## config.mk

```make
export PLATFORM = sky130hd
export DESIGN_NAME = left_to_right_integer_calculator_unit
export DESIGN_NICKNAME = d
export VERILOG_FILES = /design/src/rtl/ltric_pkg.sv /design/src/rtl/ltric_dp.sv /design/src/rtl/ltric_ctrl.sv /design/src/rtl/left_to_right_integer_calculator_unit.sv
export SDC_FILE = /design/constraint.sdc
export NUM_CORES = 1
export LEC_CHECK = 0
export ABC_AREA = 1
export BUFFER_PORTS_ARGS = -buffer_cell sky130_fd_sc_hd__buf_2
export CAP_MARGIN = 20
export CORE_MARGIN = 8
export CORE_UTILIZATION = 25
export CTS_CLUSTER_DIAMETER = 200
export DETAILED_ROUTE_END_ITERATION = 8
export PLACE_DENSITY = 0.37
export SLEW_MARGIN = 10
export SYNTH_ARGS = -nofsm -noshare
export SYNTH_HDL_FRONTEND = slang
export SYNTH_HIERARCHICAL = 1
export SYNTH_SLANG_ARGS = --single-unit
```

## constraint.sdc

```tcl
create_clock -name clock -period 3.7 [get_ports clock]
set_input_delay 0.37 -clock clock [delete_from_list [all_inputs] [get_ports clock]]
set_output_delay 0.37 -clock clock [all_outputs]
set_load 0.01 [all_outputs]
```

## src/rtl/ltric_pkg.sv

```systemverilog
package ltric_pkg;

   // Operator codes held as the pending operator
   typedef enum logic [2:0] {
      OP_ADD = 3'd0,
      OP_SUB = 3'd1,
      OP_MUL = 3'd2,
      OP_DIV = 3'd3,
      OP_MOD = 3'd4
   } op_type;

   // Controller states
   typedef enum logic [1:0] {
      ST_IDLE,
      ST_ITER,
      ST_APPLY,
      ST_EMIT
   } state_type;

   // Commands from controller to datapath
   typedef enum logic [2:0] {
      CMD_NONE,
      CMD_DIGIT,
      CMD_LATCH,
      CMD_STEP,
      CMD_APPLY,
      CMD_EMIT
   } dp_cmd_type;

   typedef struct packed {
      dp_cmd_type kind;
   } dp_ctrl_type;

   typedef struct packed {
      logic is_digit;
      logic is_operator;
      logic pend_slow;
   } dp_status_type;

   localparam logic [7:0] CHAR_PLUS  = 8'h2B;
   localparam logic [7:0] CHAR_MINUS = 8'h2D;
   localparam logic [7:0] CHAR_STAR  = 8'h2A;
   localparam logic [7:0] CHAR_SLASH = 8'h2F;
   localparam logic [7:0] CHAR_PCT   = 8'h25;
   localparam logic [7:0] CHAR_ZERO  = 8'h30;
   localparam logic [7:0] CHAR_NINE  = 8'h39;

   localparam int OUT_BITS = 32;

   function automatic logic char_is_operator(input logic [7:0] c);
      logic r;
      r = (c == CHAR_PLUS) || (c == CHAR_MINUS) || (c == CHAR_STAR) ||
          (c == CHAR_SLASH) || (c == CHAR_PCT);
      return r;
   endfunction

   function automatic op_type char_to_op(input logic [7:0] c);
      op_type r;
      r = OP_ADD;
      case (c)
         CHAR_MINUS: r = OP_SUB;
         CHAR_STAR:  r = OP_MUL;
         CHAR_SLASH: r = OP_DIV;
         CHAR_PCT:   r = OP_MOD;
         default:    r = OP_ADD;
      endcase
      return r;
   endfunction

endpackage

```

## src/rtl/ltric_dp.sv

```systemverilog
module ltric_dp #(
   parameter int VALUE_BITS = 32
) (
   input  logic                           clock,
   input  logic                           reset,
   input  ltric_pkg::dp_ctrl_type         ctrl,
   output ltric_pkg::dp_status_type       status,
   input  logic                           req_action,
   input  logic [7:0]                     req_ch,
   output logic [ltric_pkg::OUT_BITS-1:0] rsp_value
);

   logic [VALUE_BITS-1:0]             total_ff, total_in;
   logic [VALUE_BITS-1:0]             cur_ff, cur_in;
   logic [VALUE_BITS-1:0]             acc_ff, acc_in;
   ltric_pkg::op_type                 pend_ff, pend_in;
   ltric_pkg::op_type                 next_op_ff, next_op_in;
   logic [ltric_pkg::OUT_BITS-1:0]    value_ff, value_in;

   logic [VALUE_BITS:0]               rem_shift;
   logic [VALUE_BITS:0]               diff;
   logic                              ge;
   logic                              div_zero;

   assign status.is_digit    = (req_ch >= ltric_pkg::CHAR_ZERO) &&
                               (req_ch <= ltric_pkg::CHAR_NINE);
   assign status.is_operator = ltric_pkg::char_is_operator(req_ch);
   assign status.pend_slow   = (pend_ff == ltric_pkg::OP_MUL) ||
                               (pend_ff == ltric_pkg::OP_DIV) ||
                               (pend_ff == ltric_pkg::OP_MOD);

   // one restoring divide step
   assign rem_shift = {acc_ff, total_ff[VALUE_BITS-1]};
   assign diff      = rem_shift - {1'b0, cur_ff};
   assign ge        = ~diff[VALUE_BITS];
   assign div_zero  = (cur_ff == '0);

   always_comb begin
      total_in   = total_ff;
      cur_in     = cur_ff;
      acc_in     = acc_ff;
      pend_in    = pend_ff;
      next_op_in = next_op_ff;
      value_in   = value_ff;
      case (ctrl.kind)
         ltric_pkg::CMD_DIGIT: begin
            cur_in = (cur_ff << 3) + (cur_ff << 1) + VALUE_BITS'(req_ch[3:0]);
         end
         ltric_pkg::CMD_LATCH: begin
            acc_in     = '0;
            next_op_in = req_action ? ltric_pkg::OP_ADD : ltric_pkg::char_to_op(req_ch);
         end
         ltric_pkg::CMD_STEP: begin
            if (pend_ff == ltric_pkg::OP_MUL) begin
               // shift-add multiply: total is the multiplicand, cur the multiplier
               acc_in   = acc_ff + (cur_ff[0] ? total_ff : '0);
               total_in = total_ff << 1;
               cur_in   = cur_ff >> 1;
            end else begin
               acc_in   = ge ? diff[VALUE_BITS-1:0] : rem_shift[VALUE_BITS-1:0];
               total_in = {total_ff[VALUE_BITS-2:0], ge};
            end
         end
         ltric_pkg::CMD_APPLY: begin
            case (pend_ff)
               ltric_pkg::OP_ADD: total_in = total_ff + cur_ff;
               ltric_pkg::OP_SUB: total_in = total_ff - cur_ff;
               ltric_pkg::OP_MUL: total_in = acc_ff;
               ltric_pkg::OP_DIV: total_in = div_zero ? '0 : total_ff;
               ltric_pkg::OP_MOD: total_in = div_zero ? '0 : acc_ff;
               default:           total_in = total_ff;
            endcase
            cur_in  = '0;
            pend_in = next_op_ff;
         end
         ltric_pkg::CMD_EMIT: begin
            value_in = ltric_pkg::OUT_BITS'(total_ff);
            total_in = '0;
            cur_in   = '0;
            pend_in  = ltric_pkg::OP_ADD;
         end
         default: begin
         end
      endcase
   end

   always_ff @(posedge clock) begin
      if (reset) begin
         total_ff <= '0;
         cur_ff   <= '0;
         pend_ff  <= ltric_pkg::OP_ADD;
      end else begin
         total_ff <= total_in;
         cur_ff   <= cur_in;
         pend_ff  <= pend_in;
      end
   end

   always_ff @(posedge clock) begin
      acc_ff     <= acc_in;
      next_op_ff <= next_op_in;
      value_ff   <= value_in;
   end

   assign rsp_value = value_ff;

endmodule

```

## src/rtl/ltric_ctrl.sv

```systemverilog
module ltric_ctrl #(
   parameter int VALUE_BITS = 32
) (
   input  logic                     clock,
   input  logic                     reset,
   input  logic                     req_valid,
   input  logic                     req_action,
   output logic                     req_stall,
   output logic                     rsp_valid,
   input  logic                     rsp_stall,
   input  ltric_pkg::dp_status_type status,
   output ltric_pkg::dp_ctrl_type   ctrl
);

   localparam int CntW = $clog2(VALUE_BITS);
   localparam logic [CntW-1:0] CntLast = CntW'(VALUE_BITS - 1);

   ltric_pkg::state_type state_ff, state_in;
   logic [CntW-1:0]      cnt_ff, cnt_in;
   logic                 end_ff, end_in;
   logic                 rsp_valid_ff, rsp_valid_in;

   assign req_stall = (state_ff != ltric_pkg::ST_IDLE);
   assign rsp_valid = rsp_valid_ff;

   always_comb begin
      state_in     = state_ff;
      cnt_in       = cnt_ff;
      end_in       = end_ff;
      rsp_valid_in = rsp_valid_ff && rsp_stall;
      ctrl.kind    = ltric_pkg::CMD_NONE;
      unique case (state_ff)
         ltric_pkg::ST_IDLE: begin
            if (req_valid) begin
               if (req_action || (!status.is_digit && status.is_operator)) begin
                  end_in    = req_action;
                  cnt_in    = '0;
                  ctrl.kind = ltric_pkg::CMD_LATCH;
                  state_in  = status.pend_slow ? ltric_pkg::ST_ITER : ltric_pkg::ST_APPLY;
               end else if (status.is_digit) begin
                  ctrl.kind = ltric_pkg::CMD_DIGIT;
               end
            end
         end
         ltric_pkg::ST_ITER: begin
            ctrl.kind = ltric_pkg::CMD_STEP;
            cnt_in    = cnt_ff + 1'b1;
            if (cnt_ff == CntLast) begin
               state_in = ltric_pkg::ST_APPLY;
            end
         end
         ltric_pkg::ST_APPLY: begin
            ctrl.kind = ltric_pkg::CMD_APPLY;
            state_in  = end_ff ? ltric_pkg::ST_EMIT : ltric_pkg::ST_IDLE;
         end
         ltric_pkg::ST_EMIT: begin
            // hold until the output register is free
            if (!rsp_valid_ff || !rsp_stall) begin
               ctrl.kind    = ltric_pkg::CMD_EMIT;
               rsp_valid_in = 1'b1;
               state_in     = ltric_pkg::ST_IDLE;
            end
         end
         default: begin
            state_in = ltric_pkg::ST_IDLE;
         end
      endcase
   end

   always_ff @(posedge clock) begin
      if (reset) begin
         state_ff     <= ltric_pkg::ST_IDLE;
         rsp_valid_ff <= 1'b0;
         cnt_ff       <= '0;
         end_ff       <= 1'b0;
      end else begin
         state_ff     <= state_in;
         rsp_valid_ff <= rsp_valid_in;
         cnt_ff       <= cnt_in;
         end_ff       <= end_in;
      end
   end

endmodule

```

## src/rtl/left_to_right_integer_calculator_unit.sv

```systemverilog
// Left-to-right integer calculator. Feed an expression one ASCII character per
// item (req_action low); digits build the current number, and each of + - * / %
// applies the pending operator to the running total, strictly left to right with
// no precedence. Any other character is dropped. An item with req_action high
// ends the expression: the pending operator is applied and one result item
// carries the total on rsp_value, after which the state is back to zero with
// a pending add. Arithmetic is unsigned and wraps at VALUE_BITS; divide or
// modulo by zero gives 0; only the low 32 bits of the total are returned.
// Sequence: a digit or an ignored character is taken while idle. An operator
// or end item goes through ST_APPLY, first through ST_ITER when the pending
// operator is *, / or %, where the shared shift-add multiplier and restoring
// divider retire one bit per cycle. An end item then goes through ST_EMIT to
// load the output register; req_stall is high while an item is in work. A
// waiting result does not block new characters, only the next end item's final
// load.

module left_to_right_integer_calculator_unit #(
   parameter int VALUE_BITS = 32
) (
   input  logic                           clock,
   input  logic                           reset,
   // request channel
   input  logic                           req_valid,
   output logic                           req_stall,
   input  logic                           req_action,
   input  logic [7:0]                     req_ch,
   // result channel
   output logic                           rsp_valid,
   input  logic                           rsp_stall,
   output logic [ltric_pkg::OUT_BITS-1:0] rsp_value
);

   ltric_pkg::dp_ctrl_type   ctrl;
   ltric_pkg::dp_status_type status;

   // sequencer: accepts items, counts iteration steps, owns the result valid
   ltric_ctrl #(
      .VALUE_BITS (VALUE_BITS)
   ) u_ctrl (
      .clock      (clock),
      .reset      (reset),
      .req_valid  (req_valid),
      .req_action (req_action),
      .req_stall  (req_stall),
      .rsp_valid  (rsp_valid),
      .rsp_stall  (rsp_stall),
      .status     (status),
      .ctrl       (ctrl)
   );

   // datapath: total, current number, pending operator, shared mul/div unit
   ltric_dp #(
      .VALUE_BITS (VALUE_BITS)
   ) u_dp (
      .clock      (clock),
      .reset      (reset),
      .ctrl       (ctrl),
      .status     (status),
      .req_action (req_action),
      .req_ch     (req_ch),
      .rsp_value  (rsp_value)
   );

endmodule
```

### Yosys cells after proc, flatten, opt, wreduce, memory -nomap -nowiden

Index checks and enable logic that the tools add are counted.

* flip-flop bits (word level): 143
* input port bits: 13
* output and inout port bits: 34
* word-level logic and storage cells: 104

* $add $sub $neg: 7
* order comparisons: 2
* eq/ne operators: 25
* muxes and demuxes: 30
* bitwise operators: 1
* reduce and logical (&&, ||, !) cells: 29

Operator list (count)
* 32-bit two-way mux: 6
* 32-bit case mux with 3 select lines: 2
* 32-bit case mux with 5 select lines: 1
* 32-bit adder: 3
* 32-bit case mux with 2 select lines: 1
* 8-bit by 6-bit equality test with 1-bit output, second input constant: 5
* 33-bit by 32-bit subtractor with 33-bit output: 1
* 32-bit by 4-bit adder with 32-bit output: 1
* 32-bit zero test: 1
* 32-bit subtractor: 1
* 3-bit case mux with 4 select lines: 2
* 3-bit by 2-bit equality test with 1-bit output, second input constant: 4
* 2-bit two-way mux: 6
* 5-bit two-way mux: 2
* 5-bit case mux with 2 select lines: 1
* 3-bit equality test, second input constant: 3
* 3-bit two-way mux: 3
* 3-bit AND reduction: 3
* 8-bit by 6-bit >= comparator with 1-bit output, second input constant: 1
* 8-bit by 6-bit less-or-equal comparator with 1-bit output, second input constant: 1
* 1-bit logical OR: 8
* 2-bit by 1-bit inequality test with 1-bit output, second input constant: 4
* 2-bit case mux with 4 select lines: 1
* 2-bit nonzero test: 4
* other kinds (19): 29

### Longest topological paths before layout

Gate-level depths: netlist of run 1.

* depth in word-level cells: 14
* mapped depth: 24
* gate-level depth less buffers: 24

### Modules after synthesis

The synthesis of run 1 kept the hierarchy.

Modules (own cells, without submodules)
* ltric_dp: times used 1, cells each 2816, area an instance 16796.1 sq um, sequential area each 3353.2 sq um
* ltric_ctrl: times used 1, cells each 84, area an instance 555.5 sq um, sequential area each 180.2 sq um

### Least setup slack after synthesis of run 1

OpenSTA, ideal clock, no wires.

* path type: in2reg
* start: in req_ch[6]
* end: reg u_dp.value_ff (netlist bit u_dp/rsp_value[0]) (enable)
* setup time: 421 ps
* arrival time: 3369 ps
* required time: 3279 ps
* slack: -91 ps
* stages on the path: 8
* path buffers: 0
* cell sequence: or3b_2 > nor2_1 > inv_1 > nand2_1 > nand2_1 > o21ai_0 > inv_2 > nor2_1

RTL lines
* from (decl): line left_to_right_integer_calculator_unit.sv:26 `input logic [7:0] req_ch,`
* to (signal assigned): line ltric_dp.sv:102 `value_ff <= value_in;`
* to (decl): line ltric_dp.sv:18 `logic [ltric_pkg::OUT_BITS-1:0] value_ff, value_in;`

### Worst setup path after layout of run 1

* start: reg u_dp.cur_ff[1]
* end: reg u_dp.total_ff[31]

* cells in the longest elaborated chain, start to end: 4
* elaborated cells on any way between the ends: 8
* those cells by class: add/sub: 2; eq/ne: 1; mux: 3; reduce/logical: 2

RTL lines
* from (decl): line ltric_dp.sv:14 `logic [VALUE_BITS-1:0] cur_ff, cur_in;`
* from (signal assigned): line ltric_dp.sv:94 `cur_ff <= cur_in;`
* branches (longest 4 deep; another with 32-bit subtractor)
* to (signal assigned): line ltric_dp.sv:93 `total_ff <= total_in;`
* to (decl): line ltric_dp.sv:13 `logic [VALUE_BITS-1:0] total_ff, total_in;`

Parallel ways; which one is timed is not known.
A chain may end at the register's enable or synchronous reset.

==> run summary, run 1 <==
The run finished with clean final reports. The overall fraction of global-route tracks in use is 20.0%. The area of all placed cells without fillers is 0.0197 sq mm. For this design, the slowest cell found on the critical path is ha_1. The first-pass GRT wire length is 118,000 microns.

The setup violation total in the final timing report came out at 0. The overall die area came out at 0.0781 sq mm. The number of antenna violations at the first check in global routing was 0. The maximum number of pins on one net before global-route repair is 65.

The source of the worst hold timing path is req_action. The highest metal layer carrying signal wires in the routed design is met4. At the pin with the least slew margin, the transition time is 759 ps.

Counting along the longest clock path gives a buffer depth of 2. The most common cell after layout, fill and taps aside is nand2_1. The antenna violation net count after detailed routing came out at 0.

The final setup skew is 19.5 ps. The routed layout has 18,900 vias. The netlist uses 54 different library cells. The required time at the endpoint of the critical path came out at 4130 ps.

The setup path with the least slack is of type flip-flop to flip-flop. The effective utilization at floorplan came out at 25.3%. Buffers inserted during clock tree synthesis total 17.

Derived from the worst setup path, the maximum achievable clock frequency is 0.290 GHz. The tool flagged a number of max-cap violations equal to 0. The boundary pin count is 47. In the routed design, unresolved DRC markers number 0.

The total cell area at the placement stage is 0.0190 sq mm. The routed length on met2 came out at 38,500 microns. Dividing the synthesized area by the synthesized cell count gives 5.98 sq um. The antenna diode count is 0.

In the layout the commonest cells are nand2_1 (884), inv_1 (488), a21oi_1 (309). The count of buffers added on input and output ports is 46. Setup repair after global routing could not meet its margin everywhere. The wire length after detailed routing is 79,400 microns. The cell row count came out at 96. The die is 279 microns tall. The wire length the detailed router placed on met1 came out at 36,700 microns.

For this run, the number of Yosys warnings is 6. The leakage component of the power came out at 10.3 nW. From synthesis to final layout, the design area changed by 13.6%. The register-to-register setup slack is 250 ps. The final core area utilization came out at 28.7%. Buffers inserted to repair hold after CTS numbered 0.

The largest voltage drop on the vdd net came out at 0.288 mV. The detailed-router iteration count before antenna repair is 6. The minimum clock period after layout came out at 3450 ps. TritonCTS built the clock tree.

The post-detailed-placement half-perimeter wirelength came out at 66,700 microns. The worst setup path is captured at a flip-flop. Routability-driven placement finished with a final weighted congestion of 0.923. The number of cells in the finished layout apart from fillers is 3,919. The max-slew violation count is 0. The total standard cell area after synthesis is 0.0174 sq mm.

The layout has 7,924 filler cells. The worst register-to-register path ends at u_dp/total_ff[31]. The core area is 0.0687 sq mm. The number of hold violations in the final report came out at 0.

The instance count of the mapped netlist is 2,900. Measured against its own limit, the worst slew margin works out to 49.4%. The via count of the first global-routing pass is 18,300. The cell depth of the worst flop-to-flop path is 23. The path class of the tightest hold or removal check is input port to flip-flop. The later pin in the worst-skew pair is clocked with a latency of 500 ps. Dividing total power by cell area gives a power density of 518 mW/mm^2. The wire length per cell after detailed routing came out at 20.3 microns. STA classifies the critical path startpoint as a flip-flop. Of all nets on the critical path, the largest fanout is 4. The hold-critical path depth is 3. The cell type with the highest occurrence count on the critical path is nand2_1. The final worst setup slack is 249 ps.

The worst slack on hold paths came out at 178 ps. The die outline width came out at 279 microns. The net count reported at finish is 3,150.

The flip-flop and latch count after synthesis came out at 143. In this design, the stage delay of the slowest critical-path cell is 350 ps. The startpoint of the lowest-slack register-to-register path is u_dp/cur_ff[1]. STA puts the critical path data arrival time at 3880 ps. The share of the clock period used by the worst path came out at 93.3%. The critical path goes through inv_1 -> ha_1 -> inv_1 -> nor3_2 -> inv_1 -> nor3_1 -> nand4_1 -> nand2_1 -> o21ai_1 -> a21oi_2 -> xor2_2 -> ha_1 -> nand2_1 -> inv_1 -> nand2_1 -> nand2_1 -> a21oi_1 -> nand2_1 -> a21oi_1 -> nand2_1 -> nand3_1 -> nand2_1 -> a21oi_1. The top cell family by delay on the critical path is simple AND/OR/NAND/NOR gates. The total overflow reported by the global router came out at 0. In this run the clock root is driven by a clkbuf_16.

The total nets after synthesis is 3,075. The count of clock tree sinks came out at 143. At the placement stage, the worst setup path has a slack of 268 ps. The met3 wirelength from detailed routing is 2460 microns. The via density per instance came out at 4.82.

The clock transition at the registers of the reported paths came out at 80 ps. The ratio of cells with drive above 1 in the final layout is 8.33%. The overall power after layout is 10.2 mW. The H-tree was split into 4 levels.

The detailed router finished its first iteration with 1,271 violations. The worst hold path terminates at u_ctrl/end_ff. After synthesis, flip-flops and latches occupy 20.4% of the total area.

The setup TNS came out at 0 ps. In this run, placement finished with an instance count of 3,886. The number of buffer and inverter stages on the critical path is 4.
==> power by group <==
group / switching [mW] / internal, mW
registers: 0.271 / 1.83
clock network: 0.853 / 1.11
logic: 4.24 / 1.89
==> cell families after synthesis <==
family                     after synthesis  synth area share [%]
AOI/OAI and AO/OA                      506                  15.9
xor gates and xnor gates                63                  3.18
adders and majority gates              162                  11.9
buffers and inverters                  577                  13.1
DFF                                    143                  20.4
and+or+nand+nor                       1449                  35.5
==> worst max path at each step <==
| stage | from | endpoint | slack (ps) | depth (start not counted) |
|---|---|---|---|---|
| floorplan | req_ch[6] | u_dp/total_ff[5] | 360 | 20 |
| global placement | u_dp/cur_ff[1] | u_dp/total_ff[23] | 270 | 21 |
| detailed placement | u_dp/cur_ff[1] | u_dp/total_ff[31] | 270 | 23 |
| CTS | u_dp/cur_ff[1] | u_dp/total_ff[31] | 230 | 23 |
| global route | u_dp/cur_ff[1] | u_dp/total_ff[28] | -30 | 20 |
| finish | u_dp/cur_ff[1] | u_dp/total_ff[31] | 250 | 23 |
==> worst register-to-register path: stages, from the launching register on <==
cell,delay (ps)
dfxtp_1,320
inv_1,90
ha_1,140
inv_1,50
nor3_2,140
inv_1,110
nor3_1,230
nand4_1,190
nand2_1,140
o21ai_1,150
a21oi_2,180
xor2_2,340
ha_1,350
nand2_1,120
inv_1,40
nand2_1,60
nand2_1,60
a21oi_1,190
nand2_1,70
a21oi_1,120
nand2_1,60
nand3_1,90
nand2_1,50
a21oi_1,110
==> synthesized netlist by cell type, drive strengths merged <==
| cell type | count | area (sq um) |
|---|---|---|
| nand2 | 896 | 3400 |
| inv | 509 | 1910 |
| a21oi | 319 | 1630 |
| nand3 | 252 | 1300 |
| nor2 | 204 | 827 |
| ha | 157 | 1960 |
| o21ai | 120 | 604 |
| dfxtp | 76 | 1520 |
| edfxtp | 67 | 2010 |
| xor2 | 55 | 482 |
| clkbuf | 36 | 138 |
| nor3 | 34 | 206 |
| buf | 32 | 229 |
| nand4 | 25 | 156 |
| nand3b | 19 | 146 |
| o211ai | 17 | 128 |
| o21bai | 11 | 82.6 |
| a21o | 10 | 75.1 |
| o21a | 8 | 60.1 |
| xnor2 | 8 | 70.1 |
| a31oi | 7 | 43.8 |
| nor4 | 7 | 43.8 |
| a221oi | 6 | 83.8 |
| and2 | 6 | 37.5 |
| fa | 5 | 100 |
| and3 | 3 | 18.8 |
| o22ai | 3 | 18.8 |
| o31ai | 2 | 15.0 |
| or2 | 2 | 12.5 |
| a211oi | 1 | 7.51 |
| a21boi | 1 | 7.51 |
| o311ai | 1 | 8.76 |
| or3b | 1 | 8.76 |
==> layout make-up <==
type,instances,area (sq um),area share (%)
inverter,509,1910,9.69
timing repair buffer,124,841,4.27
sequential,143,3540,18.0
multi-input combinational,2180,11600,59.0
tap,931,1160,5.91
clock buffer,21,493,2.50
clock inverter,11,141,0.717
==> sequential cells by signal, indices dropped and copies added, names as in the netlist <==
register	count
u_dp/acc_ff	32
u_dp/cur_ff	32
u_dp/rsp_value	32
u_dp/total_ff	32
u_ctrl/cnt_ff	5
u_dp/next_op_ff	3
u_dp/pend_ff	3
u_ctrl/state_ff	2
u_ctrl/end_ff	1
u_ctrl/rsp_valid	1
==> routing by layer <==
layer | vias to the layer above | GRT usage, %
met5 | - | 0
met4 | 0 | 5.68
met3 | 79 | 1.94
met2 | 380 | 35.2
met1 | 8882 | 25.8
li1 | 9529 | -
==> timing repair <==
action	CTS	global route
setup buffers	0	1
setup endpoints to repair	0	11
resized for setup	0	20
Power figures use the tool's default switching activity.
==> run 2: changes to the inputs <==
CORE_UTILIZATION = 55   (was 25)
PLACE_DENSITY = 0.71   (was 0.37)
REMOVE_ABC_BUFFERS = 1   (was not set)
==> run 2 against run 1 <==
Compared with the run above: utilization increased by 31 points; clock skew decreased by 0.53 ps; power decreased by 4.3%; maximum frequency decreased by 1.9%; sequential power about the same; clock power decreased by 9%; die area decreased by 52%; first-iteration DRC count increased by 74%; worst hold slack improved by 38 ps; critical path type unchanged; largest cell class unchanged.
==> run summary, run 2 (synthesis gave the netlist of run 1 again) <==
Result of the run: finished, final reports clean (unchanged). The ratio of cells with drive above 1 in the final layout is 7.13% (was 8.33%). The launching element type of the critical path was a flip-flop (unchanged).

The net count reported at finish is 3,107 (was 3,150). The overall fraction of global-route tracks in use is 33.1% (was 20.0%). The total overflow reported by the global router came out at 0 (unchanged). The core area was 0.0313 sq mm (was 0.0687 sq mm). The via count of the first global-routing pass is 18,000 (was 18,300). The source of the worst hold timing path was req_action (unchanged).

The endpoint kind of the worst setup timing path is a flip-flop (unchanged). The cell at the root of the clock tree was clkbuf_16 (unchanged). The number of hold violations in the final report is 0 (unchanged). The TritonCTS clock tree is yes (unchanged). The maximum number of pins on one net before global-route repair came out at 65 (unchanged).

The overall via count from detail_route was 19,600 (was 18,900). The clock network latency to the later pin of the worst-skew pair is 460 ps (was 500 ps). The achievable clock frequency came out at 0.284 GHz (was 0.290 GHz). The cell total after placement came to 3,313 (was 3,886). The number of cells in the finished layout apart from fillers is 3,348 (was 3,919). The boundary pin count came out at 47 (unchanged). The share of the clock period used by the worst path came to 95.1% (was 93.3%). The count of clock tree sinks came out at 143 (unchanged). The maximum level of the CTS H-tree is 4 (unchanged). The most common cell after layout, fill and taps aside is nand2_1 (unchanged). The final setup skew came out at 18.9 ps (was 19.5 ps). The overall die area is 0.0375 sq mm (was 0.0781 sq mm).

The post-detailed-placement half-perimeter wirelength came out at 51,400 microns (was 66,700 microns). The startpoint of the lowest-slack register-to-register path was u_dp/cur_ff[1] (unchanged). The die outline width is 194 microns (was 279 microns). The max-slew violation count is 0 (unchanged).

The reg-to-reg endpoint is u_dp/total_ff[23] (was u_dp/total_ff[31]). The relative slew slack came out at 29.8% (was 49.4%). The worst-case hold path end point was u_ctrl/end_ff (unchanged). The final core area utilization is 59.7% (was 28.7%). The number of antenna violations at the first check in global routing came out at 1 (was 0). The first-pass GRT wire length is 99,300 microns (was 118,000 microns). The measured slew at the worst slew-check pin is 1050 ps (was 759 ps). The minimum clock period after layout was 3520 ps (was 3450 ps). The reported max-cap violation count is 0 (unchanged).

The hold-critical path depth came to 3 (unchanged). The required time at the endpoint of the critical path is 4050 ps (was 4130 ps). The wire length after detailed routing came out at 63,900 microns (was 79,400 microns). The antenna violation net count after detailed routing came out at 0 (unchanged). The data arrival time of the critical path is 3870 ps (was 3880 ps). The leakage component of the power is 10.0 nW (was 10.3 nW). The quantity of hold-fixing buffers added after cts is 0 (unchanged). The placer congestion estimate is 1.02 (was 0.923). The overall power after layout came to 9.76 mW (was 10.2 mW). The detailed-router iteration count before antenna repair is 7 (was 6). The register-to-register setup slack is 180 ps (was 250 ps).

The number of fillers in the final layout came out at 3,097 (was 7,924). The residual DRC count is 0 (unchanged). The power density relative to cell area came out at 522 mW/mm^2 (was 518 mW/mm^2).

The clock transition at the registers of the reported paths is 80 ps (about the same). The maximum fanout along the worst path came out at 5 (was 4). The number of clock buffers inserted by TritonCTS is 17 (unchanged).

The largest voltage drop on the vdd net came out at 0.468 mV (was 0.288 mV). The setup violation total in the final timing report is 0 (unchanged). The type of the worst setup path is flip-flop to flip-flop (unchanged). The worst hold-check path type is input port to flip-flop (unchanged). The height of the chip is 194 microns (was 279 microns). The number of buffers inserted by port buffering came out at 46 (unchanged). The buffer levels on the longest clock path is 2 (unchanged). The wire length per cell after detailed routing was 19.1 microns (was 20.3 microns). The cell row count came out at 65 (was 96). The cell depth of the worst flop-to-flop path is 20 (was 23). The via density per instance came to 5.87 (was 4.82). The effective utilization at floorplan was 55.4% (was 25.3%).

The synthesis-to-layout area growth is 7.77% (was 13.6%). The count of routing violations after the opening detailed-route iteration came out at 2,214 (was 1,271). Commonest non-fill, non-tap cells in the layout: nand2_1 (883), inv_1 (484), a21oi_1 (309) (was nand2_1 (884), inv_1 (488), a21oi_1 (309)).
run 2: cell types whose count changed in the layout (fill, tap and decap cells not counted), moves of 4 or more:
cell and change:
buf_4 -44, inv_1 -4, dfxtp_1 +4, dfxtp_2 -4, nor2_1 -4, inv_6 +4, nor2_2 +4
run 2: what timing repair did:
| item | 4_1_cts | 5_1_grt |
|---|---|---|
| setup endpoints to repair | 0 | 11 |
| resized for setup | 0 | 24 |
| buffers inserted | 0 | 1 |
run 2: worst max path at each step:
stage | startpoint | cells past startpoint | end
6_report | u_dp/cur_ff[1] | 20 | u_dp/total_ff[23]
2_1_floorplan | req_ch[6] | 19 | u_dp/total_ff[1]
3_5_place_dp | req_ch[6] | 9 | u_dp/rsp_value[29]
3_3_place_gp | req_ch[6] | 9 | u_dp/rsp_value[29]
5_1_grt | u_dp/cur_ff[4] | 20 | u_dp/total_ff[30]
4_1_cts | u_dp/cur_ff[2] | 19 | u_dp/total_ff[24]
run 2: worst max-delay path, stage by stage, from the launching register on:
cell,delay (ps)
dfxtp_1,320
inv_1,120
ha_1,160
inv_1,70
nor3_4,140
inv_2,80
nor2_2,190
nand2_1,120
o21ai_0,200
xor2_1,220
ha_1,310
a21oi_1,300
o21ai_0,240
a21oi_1,160
nand2_1,190
nand2_1,140
nand2_1,60
nand2_1,50
nand3_1,130
nand3_1,120
a21oi_1,60
run 2: per-layer routing:
| metal | vias to the layer above | part of all wire, % | global-route usage, % |
|---|---|---|---|
| met5 | - | 0 | 0 |
| met4 | 0 | 4.3 | 14.1 |
| met3 | 168 | 8.8 | 6.28 |
| met2 | 940 | 44 | 52.8 |
| li1 | 9437 | - | - |
| met1 | 9101 | 43 | 43.3 |
run 2: metrics by stage:
| stage | area, sq um | hold WS, ps | setup TNS [ps] | setup WS, ps |
|---|---|---|---|---|
| final | 18700 | 216 | 0 | 183 |
| after global routing | 18700 | 225 | -7.42 | -7.42 |
| after CTS | 18600 | 200 | 0 | 155 |
| after detailed placement | 18000 | 477 | 0 | 103 |
| after global placement | 18000 | 467 | 0 | 206 |
| after floorplan | 17000 | 432 | -57760 | -1230 |
run 2: where the power goes:
part,switching [mW],internal [mW]
clock network,0.853,0.936
registers,0.305,1.83
logic,4.00,1.84
total,5.15,4.61
run 2: area by class of cell:
| type | instances | area, sq um | area share, % |
|---|---|---|---|
| Antenna cell | 1 | 2.50 | 0.0134 |
| Clock buffer | 18 | 450 | 2.41 |
| Clock inverter | 14 | 133 | 0.709 |
| Inverter | 509 | 1910 | 10.2 |
| Multi-Input combinational cell | 2180 | 11600 | 62.2 |
| Sequential cell | 143 | 3530 | 18.9 |
| Tap cell | 402 | 503 | 2.69 |
| Timing Repair Buffer | 81 | 538 | 2.88 |
